[src/rtl/itic_pkg.sv]
// shared constants, types and helper functions of the interval timer interrupt controller
`timescale 1ns / 1ps
`default_nettype none

package itic_pkg;

    localparam int COUNT_WIDTH  = 32;
    localparam int PERIOD_WIDTH = 31;
    localparam int ELAPSED_WIDTH = 16;
    localparam int DATA_WIDTH   = 8;
    localparam int CFG_INDEX_WIDTH = 3;

    typedef logic signed [COUNT_WIDTH-1:0] count_t;
    typedef logic [PERIOD_WIDTH-1:0] period_t;

    localparam count_t CNT_MAX = count_t'((64'sd1 <<< (COUNT_WIDTH - 1)) - 64'sd1);
    localparam count_t CNT_MIN = count_t'(-(64'sd1 <<< (COUNT_WIDTH - 1)));
    localparam count_t BLANK_HOLD = count_t'(64'h0000_ffff);

    typedef enum logic [2:0] {
        OP_ADVANCE     = 3'd0,
        OP_ACK         = 3'd1,
        OP_WRITE_LEVEL = 3'd2,
        OP_WRITE_MASK  = 3'd3,
        OP_WRITE_SOUND = 3'd4
    } opcode_t;

    typedef enum logic [CFG_INDEX_WIDTH-1:0] {
        CFG_SERIAL_PERIOD = 3'd0,
        CFG_FRAME_PERIOD  = 3'd1,
        CFG_TOP_DELAY     = 3'd2,
        CFG_DISPLAY_LEN   = 3'd3,
        CFG_CLOCK_PERIOD  = 3'd4,
        CFG_SOUND_A       = 3'd5,
        CFG_SOUND_B       = 3'd6
    } cfg_index_t;

    localparam logic [2:0] VEC_SERIAL = 3'd0;
    localparam logic [2:0] VEC_VSYNC  = 3'd1;
    localparam logic [2:0] VEC_RTC    = 3'd2;
    localparam logic [2:0] VEC_SOUND  = 3'd4;

    localparam logic [1:0] PHASE_TOP     = 2'd1;
    localparam logic [1:0] PHASE_DISPLAY = 2'd2;
    localparam logic [1:0] PHASE_BOTTOM  = 2'd3;

    localparam period_t RST_SERIAL_PERIOD = 31'h7fff_ffff;
    localparam period_t RST_FRAME_PERIOD  = 31'd66666;
    localparam period_t RST_TOP_DELAY     = 31'd7113;
    localparam period_t RST_DISPLAY_LEN   = 31'd59523;
    localparam period_t RST_CLOCK_PERIOD  = 31'd6666;
    localparam period_t RST_SOUND_A       = 31'd73728;
    localparam period_t RST_SOUND_B       = 31'd1179648;

    // period clipped to the counter range
    function automatic count_t per_sat(input period_t p);
        logic [63:0] wide;
        begin
            wide = {33'd0, p};
            if (wide > 64'(CNT_MAX))
                per_sat = CNT_MAX;
            else
                per_sat = count_t'(wide);
        end
    endfunction

    function automatic count_t min2(input count_t a, input count_t b);
        begin
            min2 = (b < a) ? b : a;
        end
    endfunction

endpackage

`default_nettype wire

[src/rtl/itic_if.sv]
// request and result channel interfaces of the interval timer interrupt controller
`timescale 1ns / 1ps
`default_nettype none

interface itic_req_if;
    logic       valid;
    logic       ready;
    logic [2:0] opcode;
    logic [15:0] elapsed_cycles;
    logic       serial_pending;
    logic [7:0] write_data;

    modport source (output valid, opcode, elapsed_cycles, serial_pending, write_data,
                    input ready);
    modport sink (input valid, opcode, elapsed_cycles, serial_pending, write_data,
                  output ready);
endinterface

interface itic_rsp_if;
    logic              valid;
    logic              ready;
    logic              irq_active;
    logic              vector_valid;
    logic [2:0]        vector_number;
    logic signed [31:0] next_event_cycles;
    logic [1:0]        retrace_phase;
    logic              frame_event;
    logic              sound_a_expired;
    logic              sound_b_expired;
    logic [1:0]        sound_flags;

    modport source (output valid, irq_active, vector_valid, vector_number,
                    next_event_cycles, retrace_phase, frame_event, sound_a_expired,
                    sound_b_expired, sound_flags,
                    input ready);
    modport sink (input valid, irq_active, vector_valid, vector_number,
                  next_event_cycles, retrace_phase, frame_event, sound_a_expired,
                  sound_b_expired, sound_flags,
                  output ready);
endinterface

`default_nettype wire

[src/rtl/itic_count_step.sv]
// saturating down-counter step with a single reload on underflow
`timescale 1ns / 1ps
`default_nettype none

module itic_count_step (
    input  wire itic_pkg::count_t              count,
    input  wire logic [itic_pkg::ELAPSED_WIDTH-1:0] elapsed,
    input  wire itic_pkg::count_t              period,
    input  wire logic                          run,
    output itic_pkg::count_t                   count_next,
    output logic                               expired
);
    import itic_pkg::*;

    logic signed [COUNT_WIDTH:0] diff;
    count_t dec;
    count_t reload;

    always_comb
    begin
        diff = {count[COUNT_WIDTH-1], count}
             - $signed({{(COUNT_WIDTH + 1 - ELAPSED_WIDTH){1'b0}}, elapsed});
        // only the low side can overflow here
        if (diff[COUNT_WIDTH] != diff[COUNT_WIDTH-1])
            dec = CNT_MIN;
        else
            dec = count_t'(diff[COUNT_WIDTH-1:0]);
        reload = dec + period;
        expired = run && dec[COUNT_WIDTH-1];
        if (!run)
            count_next = count;
        else if (expired)
            count_next = reload;
        else
            count_next = dec;
    end

endmodule

`default_nettype wire

[src/rtl/interval_timer_interrupt_controller_unit.sv]
// top level of the interval timer interrupt controller
`timescale 1ns / 1ps
`default_nettype none

// Interrupt controller built from reloading down-counters (serial, vsync, real-time
// clock, two sound timers) and a three-phase vertical retrace tracker. Each request
// is an advance, acknowledge, level write, mask write or sound control write (other
// opcodes change nothing) and yields exactly one result. A request is accepted every
// cycle while the result path moves; all counter updates and the acknowledge priority
// encoder are done in the accept cycle, the minimum over the counters is taken from
// the updated state as a result moves from s1_reg to out_reg. The user must write the
// period registers through cfg_we/cfg_index/cfg_data only while no request is in
// flight, which the block does not enforce; writing the serial period restarts its counter.
module interval_timer_interrupt_controller_unit (
    input  wire logic                                  clk,
    input  wire logic                                  rst_n,
    itic_req_if.sink                                   req,
    itic_rsp_if.source                                 rsp,
    input  wire logic                                  cfg_we,
    input  wire logic [itic_pkg::CFG_INDEX_WIDTH-1:0]  cfg_index,
    input  wire logic [itic_pkg::PERIOD_WIDTH-1:0]     cfg_data
);
    import itic_pkg::*;

    typedef struct packed {
        logic       irq_active;
        logic       vector_valid;
        logic [2:0] vector_number;
        logic [1:0] retrace_phase;
        logic       frame_event;
        logic       sound_a_expired;
        logic       sound_b_expired;
        logic [1:0] sound_flags;
    } status_t;

    // configuration
    period_t serial_period_reg, frame_period_reg, top_delay_reg, display_len_reg;
    period_t clock_period_reg, sound_a_period_reg, sound_b_period_reg;

    // counters and control state
    count_t serial_count_reg, frame_count_reg, retrace_count_reg, clock_count_reg;
    count_t sound_a_count_reg, sound_b_count_reg;
    count_t serial_count_next, frame_count_next, retrace_count_next, clock_count_next;
    count_t sound_a_count_next, sound_b_count_next;
    logic [1:0] phase_reg, phase_next;
    logic [3:0] pending_reg, pending_next;
    logic [2:0] level_reg, level_next;
    logic [3:0] mask_reg, mask_next;
    logic [5:0] sound_ctrl_reg, sound_ctrl_next;
    logic       sound_level_reg, sound_level_next;

    // pipeline
    logic    s1_valid_reg;
    status_t s1_reg, s1_next;
    logic    out_valid_reg;
    status_t out_reg;
    count_t  nev_reg, nev_next;

    logic accept;
    logic s1_move;

    // counter steps
    count_t ser_step, frm_step, ret_step, clk_step, sa_step, sb_step;
    logic   ser_exp, frm_exp, ret_exp, clk_exp, sa_exp, sb_exp;
    logic   ret_run;
    logic [2:0] act_level;
    logic       sound_req;

    function automatic logic active_of(input logic [2:0] lvl, input logic [3:0] pend);
        begin
            active_of = (lvl >= 3'd1 && pend[0]) || (lvl >= 3'd2 && pend[1])
                     || (lvl >= 3'd3 && pend[2]) || (lvl >= 3'd5 && pend[3]);
        end
    endfunction

    assign ret_run = (phase_reg == PHASE_TOP) || (phase_reg == PHASE_DISPLAY);

    itic_count_step u_serial_step (
        .count(serial_count_reg), .elapsed(req.elapsed_cycles),
        .period(per_sat(serial_period_reg)), .run(1'b1),
        .count_next(ser_step), .expired(ser_exp)
    );

    itic_count_step u_frame_step (
        .count(frame_count_reg), .elapsed(req.elapsed_cycles),
        .period(per_sat(frame_period_reg)), .run(1'b1),
        .count_next(frm_step), .expired(frm_exp)
    );

    itic_count_step u_retrace_step (
        .count(retrace_count_reg), .elapsed(req.elapsed_cycles),
        .period(per_sat(display_len_reg)), .run(ret_run),
        .count_next(ret_step), .expired(ret_exp)
    );

    itic_count_step u_clock_step (
        .count(clock_count_reg), .elapsed(req.elapsed_cycles),
        .period(per_sat(clock_period_reg)), .run(1'b1),
        .count_next(clk_step), .expired(clk_exp)
    );

    itic_count_step u_sound_a_step (
        .count(sound_a_count_reg), .elapsed(req.elapsed_cycles),
        .period(per_sat(sound_a_period_reg)), .run(sound_ctrl_reg[0]),
        .count_next(sa_step), .expired(sa_exp)
    );

    itic_count_step u_sound_b_step (
        .count(sound_b_count_reg), .elapsed(req.elapsed_cycles),
        .period(per_sat(sound_b_period_reg)), .run(sound_ctrl_reg[1]),
        .count_next(sb_step), .expired(sb_exp)
    );

    // handshake
    assign s1_move   = s1_valid_reg && (!out_valid_reg || rsp.ready);
    assign req.ready = !s1_valid_reg || s1_move;
    assign accept    = req.valid && req.ready;

    // next state for one request
    always_comb
    begin
        serial_count_next  = serial_count_reg;
        frame_count_next   = frame_count_reg;
        retrace_count_next = retrace_count_reg;
        clock_count_next   = clock_count_reg;
        sound_a_count_next = sound_a_count_reg;
        sound_b_count_next = sound_b_count_reg;
        phase_next         = phase_reg;
        pending_next       = pending_reg;
        level_next         = level_reg;
        mask_next          = mask_reg;
        sound_ctrl_next    = sound_ctrl_reg;
        sound_level_next   = sound_level_reg;
        act_level          = 3'd0;
        sound_req          = 1'b0;
        s1_next            = '0;

        if (accept)
        begin
            unique case (opcode_t'(req.opcode))
                OP_ADVANCE:
                begin
                    serial_count_next = ser_step;
                    if (ser_exp && req.serial_pending && mask_reg[0])
                        pending_next[0] = 1'b1;
                    frame_count_next = frm_step;
                    if (frm_exp)
                    begin
                        if (mask_reg[1])
                            pending_next[1] = 1'b1;
                        // frame restart puts the tracker back at top blanking
                        phase_next         = PHASE_TOP;
                        retrace_count_next = per_sat(top_delay_reg);
                    end
                    else if (phase_reg == PHASE_TOP)
                    begin
                        retrace_count_next = ret_step;
                        if (ret_exp)
                            phase_next = PHASE_DISPLAY;
                    end
                    else if (phase_reg == PHASE_DISPLAY)
                    begin
                        retrace_count_next = ret_step;
                        if (ret_exp)
                        begin
                            phase_next         = PHASE_BOTTOM;
                            retrace_count_next = BLANK_HOLD;
                        end
                    end
                    clock_count_next = clk_step;
                    if (clk_exp && mask_reg[2])
                        pending_next[2] = 1'b1;
                    sound_a_count_next = sa_step;
                    sound_b_count_next = sb_step;
                    if (sa_exp && sound_ctrl_reg[2])
                        sound_ctrl_next[4] = 1'b1;
                    if (sb_exp && sound_ctrl_reg[3])
                        sound_ctrl_next[5] = 1'b1;
                    // sound request on the rising edge of the combined level
                    sound_req = (|sound_ctrl_next[5:4]) && mask_reg[3];
                    if (!sound_level_reg && sound_req)
                        pending_next[3] = 1'b1;
                    sound_level_next = sound_req;
                    act_level = level_reg;
                    s1_next.frame_event     = frm_exp;
                    s1_next.sound_a_expired = sa_exp;
                    s1_next.sound_b_expired = sb_exp;
                end
                OP_ACK:
                begin
                    priority if (level_reg == 3'd0)
                    begin
                        s1_next.vector_valid = 1'b0;
                    end
                    else if (pending_reg[0])
                    begin
                        pending_next[0]       = 1'b0;
                        s1_next.vector_valid  = 1'b1;
                        s1_next.vector_number = VEC_SERIAL;
                    end
                    else if (level_reg >= 3'd2 && pending_reg[1])
                    begin
                        pending_next[1]       = 1'b0;
                        s1_next.vector_valid  = 1'b1;
                        s1_next.vector_number = VEC_VSYNC;
                    end
                    else if (level_reg >= 3'd3 && pending_reg[2])
                    begin
                        pending_next[2]       = 1'b0;
                        s1_next.vector_valid  = 1'b1;
                        s1_next.vector_number = VEC_RTC;
                    end
                    else if (level_reg >= 3'd5 && pending_reg[3])
                    begin
                        pending_next[3]       = 1'b0;
                        s1_next.vector_valid  = 1'b1;
                        s1_next.vector_number = VEC_SOUND;
                    end
                    else
                    begin
                        s1_next.vector_valid = 1'b0;
                    end
                    // active is judged before the level is dropped
                    act_level = level_reg;
                    if (s1_next.vector_valid)
                        level_next = 3'd0;
                end
                OP_WRITE_LEVEL:
                begin
                    level_next = req.write_data[2:0];
                    act_level  = level_next;
                end
                OP_WRITE_MASK:
                begin
                    mask_next = req.write_data[3:0];
                    act_level = level_reg;
                end
                OP_WRITE_SOUND:
                begin
                    if (!sound_ctrl_reg[0] && req.write_data[0])
                        sound_a_count_next = per_sat(sound_a_period_reg);
                    if (!sound_ctrl_reg[1] && req.write_data[1])
                        sound_b_count_next = per_sat(sound_b_period_reg);
                    sound_ctrl_next[3:0] = req.write_data[3:0];
                    if (req.write_data[4])
                        sound_ctrl_next[4] = 1'b0;
                    if (req.write_data[5])
                        sound_ctrl_next[5] = 1'b0;
                    act_level = level_reg;
                end
                default:
                begin
                    act_level = level_reg;
                end
            endcase
            s1_next.irq_active    = active_of(act_level, pending_next);
            s1_next.retrace_phase = phase_next;
            s1_next.sound_flags   = sound_ctrl_next[5:4];
        end

        if (cfg_we && cfg_index == CFG_SERIAL_PERIOD)
            serial_count_next = per_sat(cfg_data);
    end

    // minimum over running counters and the clock period, taken from the updated state
    count_t m_a, m_b, m_c, m_d;
    always_comb
    begin
        m_a = min2(per_sat(clock_period_reg), serial_count_reg);
        m_b = min2(frame_count_reg, ret_run ? retrace_count_reg : CNT_MAX);
        m_c = min2(clock_count_reg, sound_ctrl_reg[0] ? sound_a_count_reg : CNT_MAX);
        m_d = sound_ctrl_reg[1] ? sound_b_count_reg : CNT_MAX;
        nev_next = min2(min2(m_a, m_b), min2(m_c, m_d));
    end

    // state and configuration registers
    always_ff @(posedge clk or negedge rst_n)
    begin
        if (!rst_n)
        begin
            serial_period_reg  <= RST_SERIAL_PERIOD;
            frame_period_reg   <= RST_FRAME_PERIOD;
            top_delay_reg      <= RST_TOP_DELAY;
            display_len_reg    <= RST_DISPLAY_LEN;
            clock_period_reg   <= RST_CLOCK_PERIOD;
            sound_a_period_reg <= RST_SOUND_A;
            sound_b_period_reg <= RST_SOUND_B;
            serial_count_reg   <= per_sat(RST_SERIAL_PERIOD);
            frame_count_reg    <= per_sat(RST_FRAME_PERIOD);
            retrace_count_reg  <= per_sat(RST_TOP_DELAY);
            clock_count_reg    <= per_sat(RST_CLOCK_PERIOD);
            sound_a_count_reg  <= per_sat(RST_SOUND_A);
            sound_b_count_reg  <= per_sat(RST_SOUND_B);
            phase_reg          <= PHASE_TOP;
            pending_reg        <= '0;
            level_reg          <= '0;
            mask_reg           <= '0;
            sound_ctrl_reg     <= '0;
            sound_level_reg    <= 1'b0;
        end
        else
        begin
            serial_count_reg   <= serial_count_next;
            frame_count_reg    <= frame_count_next;
            retrace_count_reg  <= retrace_count_next;
            clock_count_reg    <= clock_count_next;
            sound_a_count_reg  <= sound_a_count_next;
            sound_b_count_reg  <= sound_b_count_next;
            phase_reg          <= phase_next;
            pending_reg        <= pending_next;
            level_reg          <= level_next;
            mask_reg           <= mask_next;
            sound_ctrl_reg     <= sound_ctrl_next;
            sound_level_reg    <= sound_level_next;
            if (cfg_we)
            begin
                unique case (cfg_index_t'(cfg_index))
                    CFG_SERIAL_PERIOD: serial_period_reg  <= cfg_data;
                    CFG_FRAME_PERIOD:  frame_period_reg   <= cfg_data;
                    CFG_TOP_DELAY:     top_delay_reg      <= cfg_data;
                    CFG_DISPLAY_LEN:   display_len_reg    <= cfg_data;
                    CFG_CLOCK_PERIOD:  clock_period_reg   <= cfg_data;
                    CFG_SOUND_A:       sound_a_period_reg <= cfg_data;
                    CFG_SOUND_B:       sound_b_period_reg <= cfg_data;
                    default:           ;
                endcase
            end
        end
    end

    // result pipeline valids
    always_ff @(posedge clk or negedge rst_n)
    begin
        if (!rst_n)
        begin
            s1_valid_reg  <= 1'b0;
            out_valid_reg <= 1'b0;
        end
        else
        begin
            if (accept)
                s1_valid_reg <= 1'b1;
            else if (s1_move)
                s1_valid_reg <= 1'b0;
            if (s1_move)
                out_valid_reg <= 1'b1;
            else if (rsp.ready)
                out_valid_reg <= 1'b0;
        end
    end

    // result pipeline payload
    always_ff @(posedge clk)
    begin
        if (accept)
            s1_reg <= s1_next;
        if (s1_move)
        begin
            out_reg <= s1_reg;
            nev_reg <= nev_next;
        end
    end

    assign rsp.valid             = out_valid_reg;
    assign rsp.irq_active        = out_reg.irq_active;
    assign rsp.vector_valid      = out_reg.vector_valid;
    assign rsp.vector_number     = out_reg.vector_number;
    assign rsp.next_event_cycles = 32'(nev_reg);
    assign rsp.retrace_phase     = out_reg.retrace_phase;
    assign rsp.frame_event       = out_reg.frame_event;
    assign rsp.sound_a_expired   = out_reg.sound_a_expired;
    assign rsp.sound_b_expired   = out_reg.sound_b_expired;
    assign rsp.sound_flags       = out_reg.sound_flags;

endmodule

`default_nettype wire

[src/flat_wrapper.sv]
// flat-port wrapper written by rule: the top's interface ports become plain ports
module interval_timer_interrupt_controller_unit_flat import itic_pkg::*;
  (clk, rst_n, cfg_we, cfg_index, cfg_data, req_valid, req_opcode, req_elapsed_cycles, req_serial_pending, req_write_data, req_ready, rsp_valid, rsp_irq_active, rsp_vector_valid, rsp_vector_number, rsp_next_event_cycles, rsp_retrace_phase, rsp_frame_event, rsp_sound_a_expired, rsp_sound_b_expired, rsp_sound_flags, rsp_ready);
  itic_req_if req_i ();
  itic_rsp_if rsp_i ();
  input  wire logic clk;
  input  wire logic rst_n;
  input  wire logic cfg_we;
  input  wire logic [itic_pkg::CFG_INDEX_WIDTH-1:0] cfg_index;
  input  wire logic [itic_pkg::PERIOD_WIDTH-1:0] cfg_data;
  input wire logic [$bits(req_i.valid)-1:0] req_valid;
  input wire logic [$bits(req_i.opcode)-1:0] req_opcode;
  input wire logic [$bits(req_i.elapsed_cycles)-1:0] req_elapsed_cycles;
  input wire logic [$bits(req_i.serial_pending)-1:0] req_serial_pending;
  input wire logic [$bits(req_i.write_data)-1:0] req_write_data;
  output wire logic [$bits(req_i.ready)-1:0] req_ready;
  output wire logic [$bits(rsp_i.valid)-1:0] rsp_valid;
  output wire logic [$bits(rsp_i.irq_active)-1:0] rsp_irq_active;
  output wire logic [$bits(rsp_i.vector_valid)-1:0] rsp_vector_valid;
  output wire logic [$bits(rsp_i.vector_number)-1:0] rsp_vector_number;
  output wire logic [$bits(rsp_i.next_event_cycles)-1:0] rsp_next_event_cycles;
  output wire logic [$bits(rsp_i.retrace_phase)-1:0] rsp_retrace_phase;
  output wire logic [$bits(rsp_i.frame_event)-1:0] rsp_frame_event;
  output wire logic [$bits(rsp_i.sound_a_expired)-1:0] rsp_sound_a_expired;
  output wire logic [$bits(rsp_i.sound_b_expired)-1:0] rsp_sound_b_expired;
  output wire logic [$bits(rsp_i.sound_flags)-1:0] rsp_sound_flags;
  input wire logic [$bits(rsp_i.ready)-1:0] rsp_ready;
  assign req_i.valid = req_valid;
  assign req_i.opcode = req_opcode;
  assign req_i.elapsed_cycles = req_elapsed_cycles;
  assign req_i.serial_pending = req_serial_pending;
  assign req_i.write_data = req_write_data;
  assign req_ready = req_i.ready;
  assign rsp_valid = rsp_i.valid;
  assign rsp_irq_active = rsp_i.irq_active;
  assign rsp_vector_valid = rsp_i.vector_valid;
  assign rsp_vector_number = rsp_i.vector_number;
  assign rsp_next_event_cycles = rsp_i.next_event_cycles;
  assign rsp_retrace_phase = rsp_i.retrace_phase;
  assign rsp_frame_event = rsp_i.frame_event;
  assign rsp_sound_a_expired = rsp_i.sound_a_expired;
  assign rsp_sound_b_expired = rsp_i.sound_b_expired;
  assign rsp_sound_flags = rsp_i.sound_flags;
  assign rsp_i.ready = rsp_ready;
  interval_timer_interrupt_controller_unit u_core (.clk(clk), .rst_n(rst_n), .req(req_i), .rsp(rsp_i), .cfg_we(cfg_we), .cfg_index(cfg_index), .cfg_data(cfg_data));
endmodule
[config.mk]
export PLATFORM = sky130hd
export DESIGN_NAME = interval_timer_interrupt_controller_unit_flat
export DESIGN_NICKNAME = d
export VERILOG_FILES = /design/src/rtl/itic_pkg.sv /design/src/rtl/itic_if.sv /design/src/rtl/itic_count_step.sv /design/src/rtl/interval_timer_interrupt_controller_unit.sv /design/src/flat_wrapper.sv
export SDC_FILE = /design/constraint.sdc
export NUM_CORES = 2
export LEC_CHECK = 0
export BUFFER_PORTS_ARGS = -buffer_cell sky130_fd_sc_hd__buf_4
export CAP_MARGIN = 20
export CORE_MARGIN = 4
export CORE_UTILIZATION = 65
export CTS_CLUSTER_SIZE = 12
export DETAILED_ROUTE_END_ITERATION = 16
export GPL_TIMING_DRIVEN = 0
export HOLD_SLACK_MARGIN = 0.06
export PLACE_DENSITY = 0.9
export SYNTH_ARGS = -nofsm -noshare
export SYNTH_HDL_FRONTEND = slang
export SYNTH_HIERARCHICAL = 1
export SYNTH_SLANG_ARGS = --single-unit
export TNS_END_PERCENT = 100
[constraint.sdc]
create_clock -name clk -period 26.9 [get_ports clk]
set_input_delay 6.725 -clock clk [delete_from_list [all_inputs] [get_ports clk]]
set_output_delay 6.725 -clock clk [all_outputs]
set_load 0.02 [all_outputs]
# After elaboration in Yosys (flattened, before gate mapping)
# Index checks and enable logic that the tools add are counted.
dict set report totals {
  reg_bits 487
  inputBits 67
  out_inout_bits 46
  wordCells 232
}
dict set report classes {
  addsub 12
  n_lt_le_gt_ge 13
  eq_ne 23
  muxes 80
  n_bitwise 1
  reduce_logical 62
}
# operator n
set op_table {}
lappend op_table {{$mux W32} 33}
lappend op_table {{$sub A32 B17 Y33} 6}
lappend op_table {{$add A32 B32 Y32} 6}
lappend op_table {{$lt A32 B32 Y1} 6}
lappend op_table {{$pmux W32 S2} 2}
lappend op_table {{$mux W1} 25}
lappend op_table {{$logic_and A1 B1 Y1} 22}
lappend op_table {{$reduce_and A2 Y1} 11}
lappend op_table {{$mux W4} 5}
lappend op_table {{$mux W3} 5}
lappend op_table {{$mux W2} 7}
lappend op_table {{$eq A3 B2 Y1 const B} 4}
lappend op_table {{$eq A3 B3 Y1 const B} 4}
lappend op_table {{$ge A3 B2 Y1 const B} 4}
lappend op_table {{$reduce_bool A2 Y1} 6}
lappend op_table {{$ne A2 B1 Y1 const B} 5}
lappend op_table {{$logic_not A3 Y1} 3}
lappend op_table {{$pmux W4 S2} 1}
lappend op_table {{$reduce_and A4 Y1} 2}
lappend op_table {{$eq A3 B1 Y1 const B} 2}
lappend op_table {{$ge A3 B3 Y1 const B} 2}
lappend op_table {{$logic_or A1 B1 Y1} 6}
lappend op_table {{$ne A1 B1 Y1} 6}
lappend op_table {{$pmux W3 S2} 1}
lappend op_table {{other kinds (12)} 17}

# Depth between registers and ports, before layout
dict set report depth {
  ltp_word 18
  depth_mapped 43
  depth_no_buf 37
}

# Hierarchy
# Netlist, hierarchy kept.
# mod n_inst cells_per_inst area_per_inst_um2 seq_area_each_um2
set modules_own_cells {}
lappend modules_own_cells {interval_timer_interrupt_controller_unit 1 2546 26340.3 12612.1}
lappend modules_own_cells {{itic_count_step at u_core.u_retrace_step ...} 3 576 3749.8 0.0}
lappend modules_own_cells {{itic_count_step at u_core.u_clock_step ...} 2 532 3514.6 0.0}
lappend modules_own_cells {{itic_count_step at u_core.u_sound_b_step} 1 544 3598.5 0.0}

# Worst setup path after synthesis
# No wires, ideal clock.
dict set report synth_path {
  path_kind {input to output}
  start {input port rsp_ready}
  end {output port req_ready}
  arrival_time_ns 7.008
  t_required_ns 20.175
  path_slack_ns 13.167
  stages 1
  path_buffers 0
  path_cell_list {nand3b_1}
}
dict set report synth_via {
  elab_chain_cells 3
}
# element line
set synth_lines {}
lappend synth_lines {{start, declared} flat_wrapper.sv:27} ;# input wire logic [$bits(rsp_i.ready)-1:0] rsp_ready;
lappend synth_lines {{$logic_or A1 B1 Y1} interval_timer_interrupt_controller_unit.sv:115} ;# assign s1_move = s1_valid_reg && (!out_valid_reg || rsp.ready);
lappend synth_lines {{$logic_and A1 B1 Y1} interval_timer_interrupt_controller_unit.sv:115}
lappend synth_lines {{$logic_or A1 B1 Y1} interval_timer_interrupt_controller_unit.sv:116} ;# assign req.ready = !s1_valid_reg || s1_move;
lappend synth_lines {{end, declared} flat_wrapper.sv:16} ;# output wire logic [$bits(req_i.ready)-1:0] req_ready;
# No other way between the ends.

# Worst setup path in the final report
# Ends and elaborated chain as after synthesis.

==> qor.txt <==
period utilization -> 51.9%
Final WS setup -> 12.94 ns
worst-margin pin slew -> 1.25 ns
min cycle time layout -> 13.96 ns
H-tree levels -> 2
via count -> 49000
worst-case clock buffer depth -> 3
Syn. warnings -> 6
die height -> 280 µm
post-CTS setup buffers -> 0
iteration-0 DRC count of the detailed router -> 6976
post-CTS sizing -> 0
Mapped Cells -> 5882
GPL Wtd Cong -> 1.06
Synth Cell Area -> 48200 µm²
Syn Area/Cell -> 8.20 µm²
startpoint class of the critical path -> input port
#FFs+latches synth -> 487
Final Skew -> 0.0436 ns
GRT overflow -> 0
share of post-route cells with drive strength above 1 -> 12.0%
# hold bufs at CTS -> 0
final instance area -> 52800 µm²
Synth area leader -> dfrtp_1
clk sinks -> 487
Antenna Nets Post-Route -> 0
Hold Crit Class -> reg -> reg
dpl ws -> 12.96 ns
Critical Path RT -> 20.17 ns
final hold viol count -> 0
Crit. End Element -> output pin
largest net degree at the start of global routing -> 118
Row Count -> 99
Root Buffer -> clkbuf_16
worst path arrival time -> 7.24 ns
DRC errors left -> 0
Achievable Freq -> 71.6 MHz
Clock Latency Late Sink -> 0.67 ns
max_slew headroom -> 16.3%
Worst Path Max Fanout -> 3
synth top area cells -> dfrtp_1 (16%), ha_1 (12%), dfstp_2 (6.3%)
Final Max Tran Viols -> 0
cell area after placement -> 50500 µm²
final net count -> 6642
wire per inst -> 26.2 µm
asr flop ratio synth -> 88.5%
Main synth FF type -> dfrtp_1
Via density -> 6.87
synth-to-layout area growth -> 9.41%
most frequent cell after synthesis -> nand2_1
Post-DP HPWL -> 141000 µm
Final setup viols -> 0
number of synthesized flops with an enable pin -> 56
number of port buffers -> 108
Initial Utilization -> 65.9%
initial antenna violation count -> 21
DRT Pass-1 Iters -> 8
CTS buffer count -> 59
DP Cell Count -> 6984
Seq/Total Area, Yosys -> 26.2%
number of global-route vias before repair -> 45900
Die X-Extent -> 280 µm
die area -> 78600 µm²
max-cap violations -> 0
total wire length -> 187000 µm
Setup CP Type -> in -> out
Final Non-Filler Cells -> 7128
total global-route track usage -> 46.3%
RSZ-0062 raised after global routing -> false
Worst-path clk slew -> 0.06 ns
Core Area -> 73200 µm²
top cells by count, synth -> nand2_1 (612), nor2_1 (557), a21oi_1 (502), ha_1 (476), o21ai_0 (456)
area share of the largest cell type after synthesis -> 16.3%
Synth cell types -> 110
Boundary Pins -> 113
status -> finished, final reports clean
setup_tns -> 0 ns
first-pass GRT wire length -> 277000 µm
CTS tree -> done
layout make-up:
cell class | count | area [µm²]
Clock inverter | 30 | 442
Inverter | 328 | 1230
Tap cell | 959 | 1200
Sequential cell | 487 | 12600
Multi-Input combinational cell | 4823 | 33400
Buffer | 269 | 1080
Timing Repair Buffer | 119 | 1020
Antenna cell | 31 | 77.6
Clock buffer | 82 | 1700
Fill cell | 5684 | 20500
worst paths after layout:
check	startpoint	cells after the start	slack (ns)	to
worst max-delay path	rsp_ready	3	12.94	req_ready
worst min-delay path	u_core/s1_reg[8]$_SDFFCE_PP0P_	0	0.43	u_core/rsp.vector_number[1]$_DFFE_PP_
worst max register to register	u_core/phase_reg[0]$_DFFE_PN1P_	39	15.97	u_core/rsp.next_event_cycles[22]$_DFFE_PP_
worst min register to register	u_core/s1_reg[8]$_SDFFCE_PP0P_	0	0.43	u_core/rsp.vector_number[1]$_DFFE_PP_
max in group asynchronous	rst_n	4	19.16	u_core/display_len_reg[19]$_DFFE_PN0P_
min in group asynchronous	rst_n	1	5.89	u_core/clock_count_reg[24]$_DFFE_PN0P_
per-layer routing:
metal | GRT usage, % | share of wire [%] | wire, µm | up-vias
li1 | - | - | - | 21700
met2 | 66.1 | 41 | 76000 | 3540
met3 | 13.4 | 13 | 24200 | 795
met5 | 0.183 | 0.074 | 139 | -
met1 | 59.0 | 37 | 69800 | 23000
met4 | 35.4 | 9.0 | 16800 | 20
cells by family after synthesis:
kind of cell / synth area share (%)
and+or+nand+nor: 17.9
DFF: 26.2
AOI/OAI and AO/OA: 23.9
other: 0.0156
adders and majority gates: 12.8
xor gates and xnor gates: 5.69
buffers and inverters: 4.80
muxes: 8.65
critical path, stage by stage:
cell and delay (ns):
buf_4 0.12, nand3b_1 0.20, buf_4 0.19
metrics by stage:
step,util [%],hold slack [ns]
floorplan,-,0.400
global placement,68.7,0.403
detailed placement,69.0,0.410
CTS,71.9,0.424
global route,72.0,0.432
finish,72.1,0.431
layout by cell type (no fill, tap or decap), drive strengths merged, types with 27 or more instances in the layout:
master and count:
a211oi 52, a21o 135, a21oi 516, a221o 31, a31oi 51, and2 39, and3 48, buf 163
clkbuf 307, conb 27, dfrtp 315, dfstp 116, diode 31, edfxtp 56, ha 476, inv 320
mux2 226, mux2i 162, nand2 612, nand2b 128, nand3 64, nand4 46, nor2 557, nor2b 75
nor3 76, nor4 45, o211ai 43, o21a 75, o21ai 495, o311ai 40, or2 41, or3 43
xnor2 175, xor2 138
Power is not shown: default switching activity piles up to over one toggle a cycle in this logic, so the estimate is an artifact.
